[src/lowest_free_id_allocator_macros.svh]
// ---------------------------------------------------------------------------
// Assertion macros for the lowest free id allocator
// Shared wrappers for the concurrent checks at the top level.
// ---------------------------------------------------------------------------
`ifndef LOWEST_FREE_ID_ALLOCATOR_MACROS_SVH
`define LOWEST_FREE_ID_ALLOCATOR_MACROS_SVH

// check a consequent in the same cycle as its trigger
`define LFID_ASSERT_SAME(label, clk, rst, trig, cons, msg) \
   label: assert property (@(posedge clk) disable iff (rst) (trig) |-> (cons)) \
      else $error(msg);

// check a consequent in the cycle after its trigger
`define LFID_ASSERT_NEXT(label, clk, rst, trig, cons, msg) \
   label: assert property (@(posedge clk) disable iff (rst) (trig) |=> (cons)) \
      else $error(msg);

`endif

[src/lfid_pkg.sv]
`timescale 1ns / 1ps
// ---------------------------------------------------------------------------
// lfid_pkg
// Widths, codes and shared types of the lowest free id allocator.
// ---------------------------------------------------------------------------
package lfid_pkg;

   localparam int MAX_IDS       = 1024;
   localparam int MAP_WORD_BITS = 64;
   localparam int MAP_WORDS     = MAX_IDS / MAP_WORD_BITS;
   localparam int ID_W          = 10;
   localparam int MARK_W        = 11;
   localparam int STEP_W        = 7;
   localparam int OP_W          = 3;
   localparam int STATUS_W      = 2;
   localparam int WIDX_W        = $clog2(MAP_WORDS);
   localparam int BIT_W         = $clog2(MAP_WORD_BITS);

   typedef logic [ID_W-1:0]          id_type;
   typedef logic [MARK_W-1:0]        mark_type;
   typedef logic [STEP_W-1:0]        step_type;
   typedef logic [OP_W-1:0]          op_type;
   typedef logic [STATUS_W-1:0]      status_type;
   typedef logic [MAP_WORD_BITS-1:0] word_type;
   typedef logic [WIDX_W-1:0]        widx_type;
   typedef logic [BIT_W-1:0]         bidx_type;

   localparam mark_type MARK_LIMIT = mark_type'(MAX_IDS);
   localparam mark_type MARK_RESET = mark_type'(1);
   localparam step_type STEP_RESET = step_type'(10);

   // operation codes
   localparam op_type OP_ALLOCATE = 3'd0;
   localparam op_type OP_CLAIM    = 3'd1;
   localparam op_type OP_RELEASE  = 3'd2;
   localparam op_type OP_QUERY    = 3'd3;
   localparam op_type OP_CLEAR    = 3'd4;

   // status codes
   localparam status_type ST_OK          = 2'd0;
   localparam status_type ST_EXHAUSTED   = 2'd1;
   localparam status_type ST_BAD_RELEASE = 2'd2;

   // bitmap storage command
   typedef struct packed {
      logic     wr_en;
      logic     clear;
      widx_type addr;
      widx_type rd_addr;
   } map_cmd_type;

   // word unit command
   typedef struct packed {
      logic     take_low;
      mark_type lo;
      mark_type hi;
      logic     clr_en;
      id_type   clr_id;
      bidx_type test_bit;
   } word_cmd_type;

   // word unit result
   typedef struct packed {
      logic     nonzero;
      bidx_type low_bit;
      logic     test_set;
      word_type new_word;
   } word_res_type;

endpackage

[src/lfid_map.sv]
`timescale 1ns / 1ps
// ---------------------------------------------------------------------------
// lfid_map
// Free bitmap storage: one word per row, a valid bit per row so that an
// unwritten or cleared row reads as empty. The read is registered: the row
// addressed by rd_addr shows up on rd_word in the next cycle.
// ---------------------------------------------------------------------------
module lfid_map import lfid_pkg::*; (
   input  logic        clock,
   input  logic        reset,
   input  map_cmd_type cmd,
   input  word_type    wr_word,
   output word_type    rd_word
);

   word_type               words_ff [MAP_WORDS];
   logic [MAP_WORDS-1:0]   valid_ff;
   word_type               rd_word_ff;

   // read the requested row, empty when not valid
   always_ff @(posedge clock) begin
      rd_word_ff <= valid_ff[cmd.rd_addr] ? words_ff[cmd.rd_addr] : '0;
   end

   assign rd_word = rd_word_ff;

   // drop all rows on clear, otherwise mark written rows valid
   always_ff @(posedge clock) begin
      if (reset) begin
         valid_ff <= '0;
      end else if (cmd.clear) begin
         valid_ff <= '0;
      end else if (cmd.wr_en) begin
         valid_ff[cmd.addr] <= 1'b1;
      end
   end

   // store row data
   always_ff @(posedge clock) begin
      if (cmd.wr_en) begin
         words_ff[cmd.addr] <= wr_word;
      end
   end

endmodule

[src/lfid_word_unit.sv]
`timescale 1ns / 1ps
// ---------------------------------------------------------------------------
// lfid_word_unit
// Shared word unit: finds the lowest set bit of a bitmap word and builds the
// new word: that bit cleared, or a set range and a single cleared bit.
// ---------------------------------------------------------------------------
module lfid_word_unit import lfid_pkg::*; (
   input  widx_type     widx,
   input  word_type     word,
   input  word_cmd_type cmd,
   output word_res_type res
);

   localparam mark_type WORD_SPAN = mark_type'(MAP_WORD_BITS);

   word_type iso;
   word_type lo_mask;
   word_type hi_mask;
   word_type clr_mask;
   mark_type base;
   mark_type lo_rel;
   mark_type hi_rel;
   bidx_type low_bit;

   // isolate the lowest set bit
   assign iso = word & (~word + word_type'(1));

   // encode the isolated bit
   always_comb begin
      low_bit = '0;
      for (int i = 0; i < MAP_WORD_BITS; i++) begin
         if (iso[i]) begin
            low_bit = low_bit | bidx_type'(i);
         end
      end
   end

   // range masks relative to the first id of this word
   assign base   = mark_type'({widx, bidx_type'(0)});
   assign lo_rel = cmd.lo - base;
   assign hi_rel = cmd.hi - base;

   always_comb begin
      if (cmd.lo <= base) begin
         lo_mask = '1;
      end else if (lo_rel >= WORD_SPAN) begin
         lo_mask = '0;
      end else begin
         lo_mask = word_type'('1) << lo_rel[BIT_W-1:0];
      end
      if (cmd.hi <= base) begin
         hi_mask = '0;
      end else if (hi_rel >= WORD_SPAN) begin
         hi_mask = '1;
      end else begin
         hi_mask = ~(word_type'('1) << hi_rel[BIT_W-1:0]);
      end
   end

   // single bit to take out of the pool
   assign clr_mask = (cmd.clr_en && (cmd.clr_id[ID_W-1 -: WIDX_W] == widx))
                   ? (word_type'(1) << cmd.clr_id[BIT_W-1:0]) : '0;

   // assemble result
   always_comb begin
      res.nonzero  = (word != '0);
      res.low_bit  = low_bit;
      res.test_set = word[cmd.test_bit];
      if (cmd.take_low) begin
         res.new_word = word & ~iso;
      end else begin
         res.new_word = (word | (lo_mask & hi_mask)) & ~clr_mask;
      end
   end

endmodule

[src/lfid_ctrl.sv]
`timescale 1ns / 1ps
// ---------------------------------------------------------------------------
// lfid_ctrl
// Sequencer: decodes a transaction, scans or rewrites bitmap words one per
// cycle through the word unit, keeps the high mark and holds the response.
// ---------------------------------------------------------------------------
module lfid_ctrl import lfid_pkg::*; (
   input  logic         clock,
   input  logic         reset,
   input  logic         req_valid,
   output logic         req_ready,
   input  op_type       req_operation,
   input  id_type       req_id,
   input  step_type     grow_step,
   output map_cmd_type  map_cmd,
   output word_cmd_type word_cmd,
   input  word_res_type word_res,
   output logic         rsp_valid,
   input  logic         rsp_ready,
   output id_type       rsp_result_id,
   output logic         rsp_in_use,
   output status_type   rsp_status
);

   localparam logic [2:0] S_IDLE   = 3'd0;
   localparam logic [2:0] S_DECODE = 3'd1;
   localparam logic [2:0] S_SCAN   = 3'd2;
   localparam logic [2:0] S_WRITE  = 3'd3;
   localparam logic [2:0] S_QUERY  = 3'd4;
   localparam logic [2:0] S_DONE   = 3'd5;

   localparam widx_type LAST_WORD = widx_type'(MAP_WORDS - 1);

   logic [2:0] state_ff, state_in;
   op_type     op_ff, op_in;
   id_type     id_ff, id_in;
   mark_type   mark_ff, mark_in;
   widx_type   widx_ff, widx_in;
   widx_type   last_ff, last_in;
   mark_type   lo_ff, lo_in;
   mark_type   hi_ff, hi_in;
   logic       clr_en_ff, clr_en_in;
   id_type     clr_id_ff, clr_id_in;
   id_type     rid_ff, rid_in;
   logic       used_ff, used_in;
   status_type status_ff, status_in;
   logic       rsp_valid_ff, rsp_valid_in;
   id_type     rsp_rid_ff, rsp_rid_in;
   logic       rsp_used_ff, rsp_used_in;
   status_type rsp_status_ff, rsp_status_in;

   mark_type   id_ext;
   mark_type   grown_mark;
   mark_type   grow_lo;
   mark_type   grow_last;
   logic       take_low;

   assign id_ext     = mark_type'(id_ff);
   assign grown_mark = mark_ff + mark_type'(grow_step);
   assign grow_lo    = mark_ff + mark_type'(1);
   assign grow_last  = grown_mark - mark_type'(1);

   // drive the shared word unit
   always_comb begin
      word_cmd.take_low = take_low;
      word_cmd.lo       = lo_ff;
      word_cmd.hi       = hi_ff;
      word_cmd.clr_en   = clr_en_ff;
      word_cmd.clr_id   = clr_id_ff;
      word_cmd.test_bit = id_ff[BIT_W-1:0];
   end

   // sequence one transaction
   always_comb begin
      state_in      = state_ff;
      op_in         = op_ff;
      id_in         = id_ff;
      mark_in       = mark_ff;
      widx_in       = widx_ff;
      last_in       = last_ff;
      lo_in         = lo_ff;
      hi_in         = hi_ff;
      clr_en_in     = clr_en_ff;
      clr_id_in     = clr_id_ff;
      rid_in        = rid_ff;
      used_in       = used_ff;
      status_in     = status_ff;
      rsp_valid_in  = rsp_valid_ff & ~rsp_ready;
      rsp_rid_in    = rsp_rid_ff;
      rsp_used_in   = rsp_used_ff;
      rsp_status_in = rsp_status_ff;
      req_ready     = 1'b0;
      take_low      = 1'b0;
      map_cmd.wr_en = 1'b0;
      map_cmd.clear = 1'b0;
      map_cmd.addr  = widx_ff;

      case (state_ff)
         S_IDLE: begin
            req_ready = 1'b1;
            if (req_valid) begin
               op_in     = req_operation;
               id_in     = req_id;
               rid_in    = req_id;
               used_in   = 1'b0;
               status_in = ST_OK;
               state_in  = S_DECODE;
            end
         end

         S_DECODE: begin
            case (op_ff)
               OP_ALLOCATE: begin
                  widx_in  = '0;
                  state_in = S_SCAN;
               end
               OP_CLAIM: begin
                  if (id_ff == '0) begin
                     widx_in  = '0;
                     state_in = S_SCAN;
                  end else begin
                     // pool the ids up to the claimed one, then take it
                     if (id_ext >= mark_ff) begin
                        lo_in   = mark_ff;
                        hi_in   = id_ext;
                        mark_in = id_ext + mark_type'(1);
                        widx_in = mark_ff[BIT_W +: WIDX_W];
                     end else begin
                        lo_in   = '0;
                        hi_in   = '0;
                        widx_in = id_ff[ID_W-1 -: WIDX_W];
                     end
                     clr_en_in = 1'b1;
                     clr_id_in = id_ff;
                     last_in   = id_ff[ID_W-1 -: WIDX_W];
                     state_in  = S_WRITE;
                  end
               end
               OP_RELEASE: begin
                  if (id_ff == '0 || id_ext >= mark_ff) begin
                     status_in = ST_BAD_RELEASE;
                     state_in  = S_DONE;
                  end else begin
                     lo_in     = id_ext;
                     hi_in     = id_ext + mark_type'(1);
                     clr_en_in = 1'b0;
                     widx_in   = id_ff[ID_W-1 -: WIDX_W];
                     last_in   = id_ff[ID_W-1 -: WIDX_W];
                     state_in  = S_WRITE;
                  end
               end
               OP_QUERY: begin
                  if (id_ff == '0) begin
                     used_in  = 1'b1;
                     state_in = S_DONE;
                  end else if (id_ext >= mark_ff) begin
                     state_in = S_DONE;
                  end else begin
                     widx_in  = id_ff[ID_W-1 -: WIDX_W];
                     state_in = S_QUERY;
                  end
               end
               OP_CLEAR: begin
                  map_cmd.clear = 1'b1;
                  state_in      = S_DONE;
               end
               default: begin
                  state_in = S_DONE;
               end
            endcase
         end

         S_SCAN: begin
            take_low = 1'b1;
            if (word_res.nonzero) begin
               // hand out the lowest pooled id of this word
               map_cmd.wr_en = 1'b1;
               rid_in        = {widx_ff, word_res.low_bit};
               state_in      = S_DONE;
            end else if (widx_ff == LAST_WORD) begin
               // pool empty: grow the mark and hand out its old value, or report exhaustion
               if (grow_step == '0 || grown_mark > MARK_LIMIT) begin
                  status_in = ST_EXHAUSTED;
                  state_in  = S_DONE;
               end else begin
                  rid_in    = mark_ff[ID_W-1:0];
                  mark_in   = grown_mark;
                  lo_in     = grow_lo;
                  hi_in     = grown_mark;
                  clr_en_in = 1'b0;
                  widx_in   = grow_lo[BIT_W +: WIDX_W];
                  last_in   = grow_last[BIT_W +: WIDX_W];
                  if (grow_lo < grown_mark) begin
                     state_in = S_WRITE;
                  end else begin
                     state_in = S_DONE;
                  end
               end
            end else begin
               widx_in = widx_ff + widx_type'(1);
            end
         end

         S_WRITE: begin
            map_cmd.wr_en = 1'b1;
            if (widx_ff == last_ff) begin
               state_in = S_DONE;
            end else begin
               widx_in = widx_ff + widx_type'(1);
            end
         end

         S_QUERY: begin
            used_in  = ~word_res.test_set;
            state_in = S_DONE;
         end

         S_DONE: begin
            // hold until the response register is free
            if (!rsp_valid_ff || rsp_ready) begin
               rsp_valid_in  = 1'b1;
               rsp_rid_in    = rid_ff;
               rsp_used_in   = used_ff;
               rsp_status_in = status_ff;
               state_in      = S_IDLE;
            end
         end

         default: begin
            state_in = S_IDLE;
         end
      endcase

      // fetch the word that the next cycle works on
      map_cmd.rd_addr = widx_in;
   end

   // control registers
   always_ff @(posedge clock) begin
      if (reset) begin
         state_ff     <= S_IDLE;
         mark_ff      <= MARK_RESET;
         rsp_valid_ff <= 1'b0;
      end else begin
         state_ff     <= state_in;
         mark_ff      <= mark_in;
         rsp_valid_ff <= rsp_valid_in;
      end
   end

   // payload registers
   always_ff @(posedge clock) begin
      op_ff         <= op_in;
      id_ff         <= id_in;
      widx_ff       <= widx_in;
      last_ff       <= last_in;
      lo_ff         <= lo_in;
      hi_ff         <= hi_in;
      clr_en_ff     <= clr_en_in;
      clr_id_ff     <= clr_id_in;
      rid_ff        <= rid_in;
      used_ff       <= used_in;
      status_ff     <= status_in;
      rsp_rid_ff    <= rsp_rid_in;
      rsp_used_ff   <= rsp_used_in;
      rsp_status_ff <= rsp_status_in;
   end

   assign rsp_valid     = rsp_valid_ff;
   assign rsp_result_id = rsp_rid_ff;
   assign rsp_in_use    = rsp_used_ff;
   assign rsp_status    = rsp_status_ff;

endmodule

[src/lowest_free_id_allocator.sv]
`timescale 1ns / 1ps
// ---------------------------------------------------------------------------
// lowest_free_id_allocator
// Hands out the lowest free id from a word-organized free bitmap, growing
// a high mark when the pool runs dry; also claims, releases, queries and clears.
// ---------------------------------------------------------------------------
//   Channel  Ports                                   Direction
//   req      req_valid/ready, operation, id          in
//   rsp      rsp_valid/ready, result_id, in_use,     out
//            status
//   csr      csr_wr_en, csr_wr_data (grow_step)      in
//
// One transaction at a time: accept, decode, then one bitmap word per cycle
// through the shared word unit, then into the response register. Allocate
// scans up to 16 words, plus up to 3 fill words when the mark grows. Claim
// above the mark rewrites up to 16 words. The response register lets the
// next request be taken while a response waits. No clearing pass at reset.
// ---------------------------------------------------------------------------
`include "lowest_free_id_allocator_macros.svh"

module lowest_free_id_allocator import lfid_pkg::*; (
   input  logic       clock,
   input  logic       reset,
   input  logic       req_valid,
   output logic       req_ready,
   input  op_type     req_operation,
   input  id_type     req_id,
   output logic       rsp_valid,
   input  logic       rsp_ready,
   output id_type     rsp_result_id,
   output logic       rsp_in_use,
   output status_type rsp_status,
   input  logic       csr_wr_en,
   input  step_type   csr_wr_data
);

   step_type     grow_step_ff;
   map_cmd_type  map_cmd;
   word_cmd_type word_cmd;
   word_res_type word_res;
   word_type     rd_word;

   // grow step register
   always_ff @(posedge clock) begin
      if (reset) begin
         grow_step_ff <= STEP_RESET;
      end else if (csr_wr_en) begin
         grow_step_ff <= csr_wr_data;
      end
   end

   lfid_ctrl u_ctrl (
      .clock         (clock),
      .reset         (reset),
      .req_valid     (req_valid),
      .req_ready     (req_ready),
      .req_operation (req_operation),
      .req_id        (req_id),
      .grow_step     (grow_step_ff),
      .map_cmd       (map_cmd),
      .word_cmd      (word_cmd),
      .word_res      (word_res),
      .rsp_valid     (rsp_valid),
      .rsp_ready     (rsp_ready),
      .rsp_result_id (rsp_result_id),
      .rsp_in_use    (rsp_in_use),
      .rsp_status    (rsp_status)
   );

   lfid_map u_map (
      .clock   (clock),
      .reset   (reset),
      .cmd     (map_cmd),
      .wr_word (word_res.new_word),
      .rd_word (rd_word)
   );

   lfid_word_unit u_word (
      .widx (map_cmd.addr),
      .word (rd_word),
      .cmd  (word_cmd),
      .res  (word_res)
   );

   // not ready in the cycle after a request is taken
   `LFID_ASSERT_NEXT(a_busy_after_accept, clock, reset, req_valid && req_ready, !req_ready, "ready stayed high after accept")
   // only defined status codes leave the block
   `LFID_ASSERT_SAME(a_status_code, clock, reset, rsp_valid, rsp_status == ST_OK || rsp_status == ST_EXHAUSTED || rsp_status == ST_BAD_RELEASE, "undefined status code")
   // an in-use answer only comes with an ok status
   `LFID_ASSERT_SAME(a_in_use_ok, clock, reset, rsp_valid && rsp_in_use, rsp_status == ST_OK, "in_use with error status")

endmodule

[config.mk]
export PLATFORM = sky130hd
export DESIGN_NAME = lowest_free_id_allocator
export DESIGN_NICKNAME = d
export VERILOG_FILES = /design/src/lfid_pkg.sv /design/src/lfid_map.sv /design/src/lfid_word_unit.sv /design/src/lfid_ctrl.sv /design/src/lowest_free_id_allocator.sv
export VERILOG_INCLUDE_DIRS = /design/src /design/src/src
export SDC_FILE = /design/constraint.sdc
export NUM_CORES = 2
export LEC_CHECK = 0
export BUFFER_PORTS_ARGS = -buffer_cell sky130_fd_sc_hd__buf_2
export CAP_MARGIN = 10
export CORE_MARGIN = 2
export CORE_UTILIZATION = 63
export DETAILED_ROUTE_END_ITERATION = 8
export PLACE_DENSITY = 0.79
export SYNTH_ARGS = -nofsm -noshare
export SYNTH_HDL_FRONTEND = slang
export SYNTH_HIERARCHICAL = 1
export SYNTH_SLANG_ARGS = --single-unit
[constraint.sdc]
create_clock -name clock -period 11.3 [get_ports clock]
set_clock_uncertainty 0.1 [all_clocks]
set_input_delay 1.13 -clock clock [delete_from_list [all_inputs] [get_ports clock]]
set_output_delay 1.13 -clock clock [all_outputs]
set_load 0.01 [all_outputs]
==> metrics.log <==
[metrics] result of the run: complete, but fails checks
[metrics] violated checks: design-rule violations
[metrics] die area: 84,900 µm²
[metrics] post-CTS resize count: 0
[metrics] TritonCTS Buffers: 114
[metrics] Layout area overhead: 11.2%
[metrics] Initial Utilization: 63.5%
[metrics] GRT Max-Usage Layer: met2
[metrics] critical path capture point type: flop
[metrics] slack of the worst reg-to-reg path: 4.24 ns
[metrics] number of rows created at floorplan: 105
[metrics] Horiz. Die Dim: 291 µm
[metrics] async set-or-reset flop fraction in the synthesized netlist: 0%
[metrics] maximum number of pins on one net before global-route repair: 133
[metrics] insertion delay to the later sink of the worst-skew pair: 0.72 ns
[metrics] Syn Area/Cell: 16.3 µm²
[metrics] power per cell area: 256 nW/µm²
[metrics] Setup violations, final: 0
[metrics] CP Max Fanout: 112
[metrics] number of nets still failing antenna checks after routing: 0
[metrics] Static Leakage: 18.9 nW
[metrics] critical path launch point: u_map/rd_word[36]
[metrics] number of cells in the design after placement: 4,202
[metrics] post-route minimum period: 7.06 ns
[metrics] Seq/Total Area, Yosys: 67.6%
[metrics] most common cell after layout, fill and taps aside: sky130_fd_sc_hd__edfxtp_1
[metrics] TritonCTS clock tree: built
[metrics] core region area: 81,800 µm²
[metrics] detailed placer's ending HPWL: 97,500 µm
[metrics] FF+latch count, synth: 1,206
[metrics] post-synth top area share: 63.5%
[metrics] IR Drop Worst-Case VDD: 298 µV
[metrics] Syn Nets: 3,261
[metrics] classification of the worst setup path: reg -> reg
[metrics] period utilization: 62.5%
[metrics] CTS sink cnt: 1,206
[metrics] library cell used as clock root buffer: sky130_fd_sc_hd__clkbuf_16
[metrics] antenna violations before repair: 8
[metrics] CP required: 11.70 ns
[metrics] CTS Hold Buffers Added: 0
[metrics] cell type with the largest total area after synthesis: sky130_fd_sc_hd__edfxtp_1
[metrics] number of max-slew violations in the final report: 0
[metrics] most frequent cells in the layout: sky130_fd_sc_hd__edfxtp_1 (1,100), sky130_fd_sc_hd__mux4_2 (281), sky130_fd_sc_hd__a21oi_1 (155)
[metrics] maximum achievable frequency: 0.142 GHz
[metrics] number of design rule violations left after detail routing: 2
[metrics] vias after detailed routing: 33,100
[metrics] element type at the critical path start: flop
[metrics] die height: 291 µm
[metrics] met2 usage: 61.5%
[metrics] ranking of synthesized cells by area: sky130_fd_sc_hd__edfxtp_1 (64%), sky130_fd_sc_hd__mux4_2 (12%), sky130_fd_sc_hd__dfxtp_1 (4.1%)
[metrics] grt total ovfl: 0
[metrics] type of the tightest min-delay check: reg -> reg
[metrics] maximum buffer depth of the clock tree: 3
[metrics] clock-pin slew on the worst setup and hold paths: 0.07 ns
[metrics] setup repair after global routing missed its margin: false
[metrics] iteration-0 DRC count of the detailed router: 5,406
[metrics] distinct cell type count of the synthesized netlist: 102
[metrics] via count of the first global-routing pass: 32,800
[metrics] mapped cell area: 52,000 µm²
[metrics] aggregate global-route resource usage: 39.0%
[metrics] IO Port Bufs: 39
[metrics] first-pass detailed-route iteration total: 9
[metrics] number of violations of the max-capacitance limit: 0
[metrics] Layout Nets: 3,331
[metrics] setup fix buffers added after clock tree synthesis: 0
[metrics] endpoint of the worst-slack reg-to-reg timing path: u_map/rd_word[40]
[metrics] global-route wire length before repair: 236,000 µm
[metrics] hold violation count in the final report: 0
[metrics] r2r worst-path depth: 18
[metrics] level count of the clock H-tree: 3
[metrics] global-route track usage on met3: 8.44%
[metrics] gp weighted congestion: 1.04
[metrics] num ports: 40
[metrics] headroom to the max-slew limit: 5.22%
[metrics] post-route insts no fill: 4,435
[metrics] count of flip-flops with a built-in enable after synthesis: 1,100
[metrics] proportion of layout cells with a drive suffix above 1: 21.3%
[metrics] WL final: 164,000 µm
[metrics] timing endpoint of the critical path: u_map/rd_word[40]
[metrics] via count normalized by instance count: 7.47
[metrics] predominant post-synthesis flop cell: sky130_fd_sc_hd__edfxtp_1
[metrics] routed wirelength normalized by instance count: 37.0 µm
[metrics] total negative slack for setup checks: 0 ns
[metrics] Worst-Margin Slew: 1.42 ns
[metrics] gate count of the mapped netlist: 3,194
[metrics] worst r2r src: u_map/rd_word[36]
[metrics] WP data arrival: 7.46 ns
[metrics] warning count from the yosys run: 6
[metrics] routing usage on met1: 53.1%
==> flip-flops by register name, indices dropped and copies added, names as in the netlist <==
name / count
u_ctrl/id_ff: 10
u_map/rd_word: 64
u_ctrl/lo_ff: 11
u_ctrl/hi_ff: 11
u_ctrl/state_ff: 3
grow_step_ff: 7
u_ctrl/rsp_result_id: 10
u_ctrl/used_ff: 1
u_ctrl/status_ff: 2
u_ctrl/rid_ff: 10
u_ctrl/clr_en_ff: 1
u_map/words_ff: 1024
u_ctrl/rsp_in_use: 1
u_ctrl/mark_ff: 11
u_ctrl/rsp_valid: 1
u_ctrl/widx_ff: 4
u_ctrl/clr_id_ff: 10
u_ctrl/rsp_status: 2
u_ctrl/last_ff: 4
u_ctrl/op_ff: 3
u_map/valid_ff: 16
==> per-stage QoR <==
step	area (µm²)	total power, mW	util (%)	hold WS [ns]	setup slack, ns
global placement	53600	10.4	65.5	0.303	4.70
global route	57800	15.2	70.7	0.308	3.91
floorplan	52000	8.97	-	0.300	3.48
detailed placement	53600	10.5	65.5	0.306	4.50
CTS	57700	14.7	70.5	0.309	4.40
finish	57800	14.8	70.7	0.310	4.24
==> critical path: stages, from the launching register on <==
cell and delay, ns:
sky130_fd_sc_hd__dfxtp_1 0.41, sky130_fd_sc_hd__nor4_2 0.62, sky130_fd_sc_hd__nand2b_1 0.27, sky130_fd_sc_hd__nor4_4 0.63
sky130_fd_sc_hd__and3_1 0.34, sky130_fd_sc_hd__nand3_1 0.15, sky130_fd_sc_hd__or2_1 0.26, sky130_fd_sc_hd__buf_4 0.23
sky130_fd_sc_hd__nor2_1 0.17, sky130_fd_sc_hd__nand2_1 0.11, sky130_fd_sc_hd__o221ai_1 0.22, sky130_fd_sc_hd__a21oi_1 0.07
sky130_fd_sc_hd__o211ai_1 0.15, sky130_fd_sc_hd__buf_12 0.70, sky130_fd_sc_hd__mux4_2 0.59, sky130_fd_sc_hd__a22o_1 0.31
sky130_fd_sc_hd__nor2_8 0.67, sky130_fd_sc_hd__buf_4 0.55, sky130_fd_sc_hd__a21oi_1 0.11
==> worst min path at each step <==
stage / start / to / slack, ns / cells past startpoint
detailed placement: u_ctrl/rid_ff[4] / u_ctrl/rsp_result_id[4] / 0.31 / 0
global placement: u_ctrl/rid_ff[8] / u_ctrl/rsp_result_id[8] / 0.30 / 0
floorplan: u_ctrl/used_ff / u_ctrl/rsp_in_use / 0.30 / 0
global route: u_ctrl/status_ff[1] / u_ctrl/rsp_status[1] / 0.31 / 0
CTS: u_ctrl/status_ff[1] / u_ctrl/rsp_status[1] / 0.31 / 0
finish: u_ctrl/status_ff[1] / u_ctrl/rsp_status[1] / 0.31 / 0
==> synth_stat cells (all sizes together), types with 39 or more instances <==
library cell	instances
a21oi	161
a22oi	149
buf	78
clkbuf	128
dfxtp	106
edfxtp	1100
ha	39
inv	50
mux4	281
nand2	154
nand3	65
nor2	163
nor3	52
o21ai	100
==> per-layer routing <==
metal	vias up	wire length [µm]
met1	17000	59600
met3	424	18000
met5	-	47
met4	6	8040
li1	13200	-
met2	2548	78300
==> final cells by class <==
class | instances | area, µm²
Sequential cell | 1206 | 35200
Timing Repair Buffer | 160 | 1170
Clock inverter | 77 | 1050
Inverter | 52 | 195
Antenna cell | 1 | 2.50
Fill cell | 4949 | 24000
Clock buffer | 139 | 3010
Tap cell | 1070 | 1340
Multi-Input combinational cell | 1730 | 15900
==> power by group <==
group,internal [mW],switching (mW)
combinational,1.86,3.14
clock,2.39,1.75
sequential,5.54,0.109
total,9.79,5.00
==> kinds of logic (layout without fill, tap and decap cells) <==
group                    count (synthesis)  after routing  share of synthesized area (%)
adder cells (fa/ha/maj)                 42             42                           1.05
other                                    0              1                              0
multiplexers                           313            313                           12.8
buffers and inverters                  258            428                           2.22
XOR/XNOR                                37             37                          0.623
AO/OA/AOI/OAI                          676            676                           9.02
AND/OR/NAND/NOR                        662            662                           6.70
flip-flops                            1206           1206                           67.6
Power figures use the tool's default switching activity.
